==> config.mk <==
export PLATFORM = sky130hd
export DESIGN_NAME = lce_ctrl
export DESIGN_NICKNAME = d
export VERILOG_FILES = /design/src/hw/rtl/lce_pkg.sv /design/src/hw/rtl/lce_ctrl.sv
export SDC_FILE = /design/constraint.sdc
export NUM_CORES = 1
export LEC_CHECK = 0
export ABC_AREA = 1
export BUFFER_PORTS_ARGS = -buffer_cell sky130_fd_sc_hd__buf_2
export CORE_UTILIZATION = 54
export DETAILED_ROUTE_END_ITERATION = 7
export PLACE_DENSITY = 0.91
export REMOVE_ABC_BUFFERS = 1
export SETUP_SLACK_MARGIN = 0.4
export SLEW_MARGIN = 20
export SYNTH_ARGS = -nofsm -noshare
export SYNTH_HDL_FRONTEND = slang
export SYNTH_SLANG_ARGS = --single-unit
==> constraint.sdc <==
create_clock -name clk_i -period 2.5 [get_ports clk_i]
set_input_delay 0.25 -clock clk_i [delete_from_list [all_inputs] [get_ports clk_i]]
set_output_delay 0.25 -clock clk_i [all_outputs]
set_load 0.02 [all_outputs]
==> src/hw/rtl/lce_pkg.sv <==
// shared types and constants for the lru cache with expiry
`default_nettype none
package lce_pkg;

  localparam int unsigned ENTRIES_DEF  = 64;
  localparam int unsigned KEY_BITS_DEF = 64;

  localparam logic [6:0]  MAX_ENTRIES_RST = 7'd64;
  localparam logic [15:0] TTL_RST         = 16'd30;

  localparam logic CFG_MAX_ENTRIES = 1'b0;
  localparam logic CFG_TTL         = 1'b1;

  typedef enum logic [2:0] {
    ACT_LOOKUP = 3'd0,
    ACT_INSERT = 3'd1,
    ACT_CLEAR  = 3'd2,
    ACT_SWEEP  = 3'd3,
    ACT_STATS  = 3'd4,
    ACT_TICK   = 3'd5
  } action_e;

  typedef enum logic [1:0] {
    ST_IDLE   = 2'd0,
    ST_SCAN   = 2'd1,
    ST_COMMIT = 2'd2
  } state_e;

  typedef struct packed {
    logic    load;
    logic    rd_en;
    logic    eval;
    logic    commit;
    action_e act;
  } cmd_t;

endpackage
`default_nettype wire

==> src/hw/rtl/lce_ctrl.sv <==
// sequencer for the lru cache: accept, scan, commit
`default_nettype none
module lce_ctrl #(
  parameter int unsigned ENTRIES = lce_pkg::ENTRIES_DEF
) (
  input  wire logic                       clk_i,
  input  wire logic                       rst_ni,
  input  wire logic                       in_valid_i,
  input  wire logic [2:0]                 in_action_i,
  input  wire logic                       out_ready_i,
  output logic                            in_ready_o,
  output logic                            out_valid_o,
  output lce_pkg::cmd_t                   cmd_o,
  output logic [$clog2(ENTRIES)-1:0]      rd_idx_o,
  output logic [$clog2(ENTRIES)-1:0]      eval_idx_o
);

  localparam int unsigned IW = $clog2(ENTRIES);
  localparam int unsigned CW = $clog2(ENTRIES + 1);

  lce_pkg::state_e  state_q, state_d;
  lce_pkg::action_e act_q, act_d;
  logic [CW-1:0]    cnt_q, cnt_d;
  logic [CW-1:0]    cnt_m1;
  logic             out_valid_q, out_valid_d;
  lce_pkg::action_e in_act;

  assign in_act     = lce_pkg::action_e'(in_action_i);
  assign cnt_m1     = cnt_q - CW'(1);
  assign rd_idx_o   = cnt_q[IW-1:0];
  assign eval_idx_o = cnt_m1[IW-1:0];
  assign out_valid_o = out_valid_q;

  always_ff @(posedge clk_i or negedge rst_ni) begin
    if (!rst_ni) begin
      state_q     <= lce_pkg::ST_IDLE;
      act_q       <= lce_pkg::ACT_STATS;
      cnt_q       <= '0;
      out_valid_q <= 1'b0;
    end else begin
      state_q     <= state_d;
      act_q       <= act_d;
      cnt_q       <= cnt_d;
      out_valid_q <= out_valid_d;
    end
  end

  always_comb begin
    state_d     = state_q;
    act_d       = act_q;
    cnt_d       = cnt_q;
    in_ready_o  = 1'b0;
    cmd_o       = '0;
    cmd_o.act   = act_q;
    case (state_q)
      lce_pkg::ST_IDLE: begin
        in_ready_o = 1'b1;
        if (in_valid_i) begin
          cmd_o.load = 1'b1;
          act_d      = in_act;
          cnt_d      = '0;
          if (in_act == lce_pkg::ACT_LOOKUP || in_act == lce_pkg::ACT_INSERT ||
              in_act == lce_pkg::ACT_SWEEP) begin
            state_d = lce_pkg::ST_SCAN;
          end else begin
            state_d = lce_pkg::ST_COMMIT;
          end
        end
      end
      lce_pkg::ST_SCAN: begin
        // read issued for cnt, data of cnt-1 evaluated
        cmd_o.rd_en = (cnt_q != CW'(ENTRIES));
        cmd_o.eval  = (cnt_q != '0);
        if (cnt_q == CW'(ENTRIES)) begin
          state_d = lce_pkg::ST_COMMIT;
        end else begin
          cnt_d = cnt_q + CW'(1);
        end
      end
      lce_pkg::ST_COMMIT: begin
        if (!out_valid_q || out_ready_i) begin
          cmd_o.commit = 1'b1;
          state_d      = lce_pkg::ST_IDLE;
        end
      end
      default: begin
        state_d = lce_pkg::ST_IDLE;
      end
    endcase
  end

  always_comb begin
    out_valid_d = out_valid_q;
    if (cmd_o.commit) begin
      out_valid_d = 1'b1;
    end else if (out_ready_i) begin
      out_valid_d = 1'b0;
    end
  end

endmodule
`default_nettype wire

==> results.yml <==
power:
  irDropWorstVdd_uv: 285
  cellLeakagePower_nw: 0.615
  power_mw: 0.347
  p_clk_share_pct: 35.8
  p_switching_mw: 0.0697
  p_int_mw: 0.277
  sw_frac_of_total_pct: 20.1
  power_density_mw_per_mm2: 332
  pwr-share-seq_pct: 60.6
  combPwrFrac_pct: 3.6
sta:
  max-slew-margin-rel_pct: 79.5
  setup_ws_ns: 0.726
  finalClockSkew_ns: 0.00275
  hold_ws_ns: 0.181
  worst_slew_pin_slew_ns: 0.308
  fin_crit_ns: 1.77
  fin_crit_sh_pct: 71.0
  rsz0062_at_grt: "false"
  setup_viol: 0
  timing.fmax_mhz: 564
  maxSlewViolCount: 0
  hold_viol_final: 0
  final.setup.tns_ns: 0
critical_path:
  cp.arrival_ns: 1.52
  crit_fanout: 6
  worstSetupEndpointType: "primary output"
  startpoint_type: "flop"
  regToRegStartpoint: "cnt_q[0]"
  worstSetupStartpoint: "cnt_q[0]"
  crit_required_ns: 2.25
  critical_path_class: "reg2out"
route:
  drc_errors: 4
  avgViaCountPerCell: 4.92
  dr.pass1.iters: 6
  antenna_left: 0
  route.met2.wl_um: 776
  highest_layer: "met4"
  wirelength_mm: 1.67
  via_count: 821
  drt_iter0_markers: 30
  drt-met1-wl_um: 812
  routedWlPerCell_um: 10.0
  route.met3.wl_um: 68
floorplanning:
  die-width_um: 43.4
  dieHeight_um: 43.4
  num_rows: 14
  ioPinCount: 28
  die_area_mm2: 0.00189
  initial_utilization_pct: 59.5
  core-area_mm2: 0.00156
yosys:
  yosys_warnings: 0
  yosys.area.top_type_share_pct: 32.4
  syn_avg_cell_area_um2: 7.24
  netlist_top_cells_count: "nand2_1 (40), inv_1 (14), nand3_1 (14)"
  synth-main-ff-cell: "dfrtp_1"
  synth_top_area_cell: "dfrtp_1"
  synth-seq-cells: 13
  ys_seq_area_share_pct: 35.2
  async_reset_ff_share_pct: 100
  synth_cells: 128
  yosys.cell_count.top_type: "nand2_1"
  synth.top_cells.by_area: "dfrtp_1 (32%), nand2_1 (16%), nand3_1 (7.6%), buf_4 (5.7%), inv_1 (5.7%)"
  synth_edf_count: 0
  ys_types: 24
  syn_area_um2: 927
clock_network:
  insertion_delay_ns: 0.27
  clock_sinks: 13
  numCtsBuffers: 3
  clk_pin_slew_ns: 0.07
  cts_root_buf: "clkbuf_4"
  cts_tree: "yes"
  h-tree-depth: 1
  cts_buffer_depth: 2
final_layout:
  nNetsFinal: 162
  diodes: 0
  drive_gt1_share_pct: 28.5
  area_growth_pct: 12.6
  post-route-cell-area_mm2: 0.00104
grt:
  antenna_found_initial: 0
  grt_overflow_total: 0
  grt_pass1_vias: 663
  grt_use_total_pct: 19.7
  grt_max_degree: 14
  grt_pass1_wl_mm: 2.77
placed_design:
  portBuffers: 27
  post_dp_cell_area_mm2: 0.00101
  gp_congestion: 0.842
  dp_hpwl_mm: 1.32
  dp_slack_ns: 1.02
job:
  max_cap_violations: 0
worst_hold_path:
  hp-class: "in2reg"
  min_from: "out_ready_i"
outcome:
  violations: "DRC"
  status: "complete, but fails checks"
==> worst max-delay path: stages, from the launching register on <==
cell and delay (ns):
dfrtp_1 0.43, inv_1 0.13, ha_1 0.23, nand2_1 0.09
nor2_2 0.05, a31oi_1 0.15, buf_2 0.19
==> through the flow <==
step	instances	utilization [%]
after floorplan	119	-
after global placement	162	64.6
after detailed placement	162	64.6
after CTS	167	66.9
after global routing	167	66.9
final	167	66.9
==> worst paths after layout <==
path / to / slack [ns] / cells past startpoint
worst max-delay path: cmd_o[4] / 0.73 / 6
worst min-delay path: out_valid_o / 0.18 / 2
worst max register to register: cnt_q[2] / 1.05 / 9
worst min register to register: act_q[2] / 0.47 / 2
max in group asynchronous: act_q[2] / 1.83 / 2
min in group asynchronous: cnt_q[5] / 0.40 / 2
==> cell type report <==
class	instances	area, um^2
Timing Repair Buffer	28	145
Sequential cell	13	327
Inverter	18	67.6
Clock buffer	4	26.3
Tap cell	16	20.0
Multi-Input combinational cell	88	458
Fill cell	137	515
==> repair_timing <==
action	in CTS	in global routing
hold endpoints to repair	12	0
gates resized for setup	0	0
buffers inserted	0	0
hold buffers	1	0
==> cells in the final DEF (no fill, tap or decap), types with 2 or more instances in the layout <==
cell type and instances:
nand2_1 40, buf_2 27, inv_1 14, nand3_1 14, dfrtp_1 12, nor2_1 11
inv_2 4, ha_1 3, clkbuf_4 3, nor2_4 2, nor3_1 2, a21oi_1 2
xor2_1 2, nand2_4 2, o21ai_1 2
==> cells by family after synthesis <==
| logic type | synth area share, % |
|---|---|
| XOR/XNOR | 1.89 |
| buffers and inverters | 15.4 |
| adder cells (fa/ha/maj) | 4.05 |
| flip-flops | 35.2 |
| AND/OR/NAND/NOR | 39.1 |
| AO/OA/AOI/OAI | 4.32 |
==> flip-flops by register name (all words and copies together), names as in the netlist <==
name / count
state_q: 2
out_valid_o: 1
act_q: 3
cnt_q: 7
==> routing by layer <==
metal	vias to the layer above	GRT usage [%]
met2	27	32.7
met1	356	26.3
met4	0	9.38
met5	-	0
li1	436	-
met3	2	1.25
==> power groups by stage <==
| stage | Clock (mW) | Combinational (mW) | Sequential [mW] |
|---|---|---|---|
| 6_report | 0.124 | 0.0124 | 0.210 |
| 5_1_grt | 0.138 | 0.0141 | 0.210 |
| 4_1_cts | 0.129 | 0.0130 | 0.210 |
| 3_5_place_dp | 0 | 0.0117 | 0.214 |
| 3_3_place_gp | 0 | 0.0113 | 0.214 |
| 2_1_floorplan | 0 | 0.00150 | 0.214 |
(Power assumes the default switching activity.)
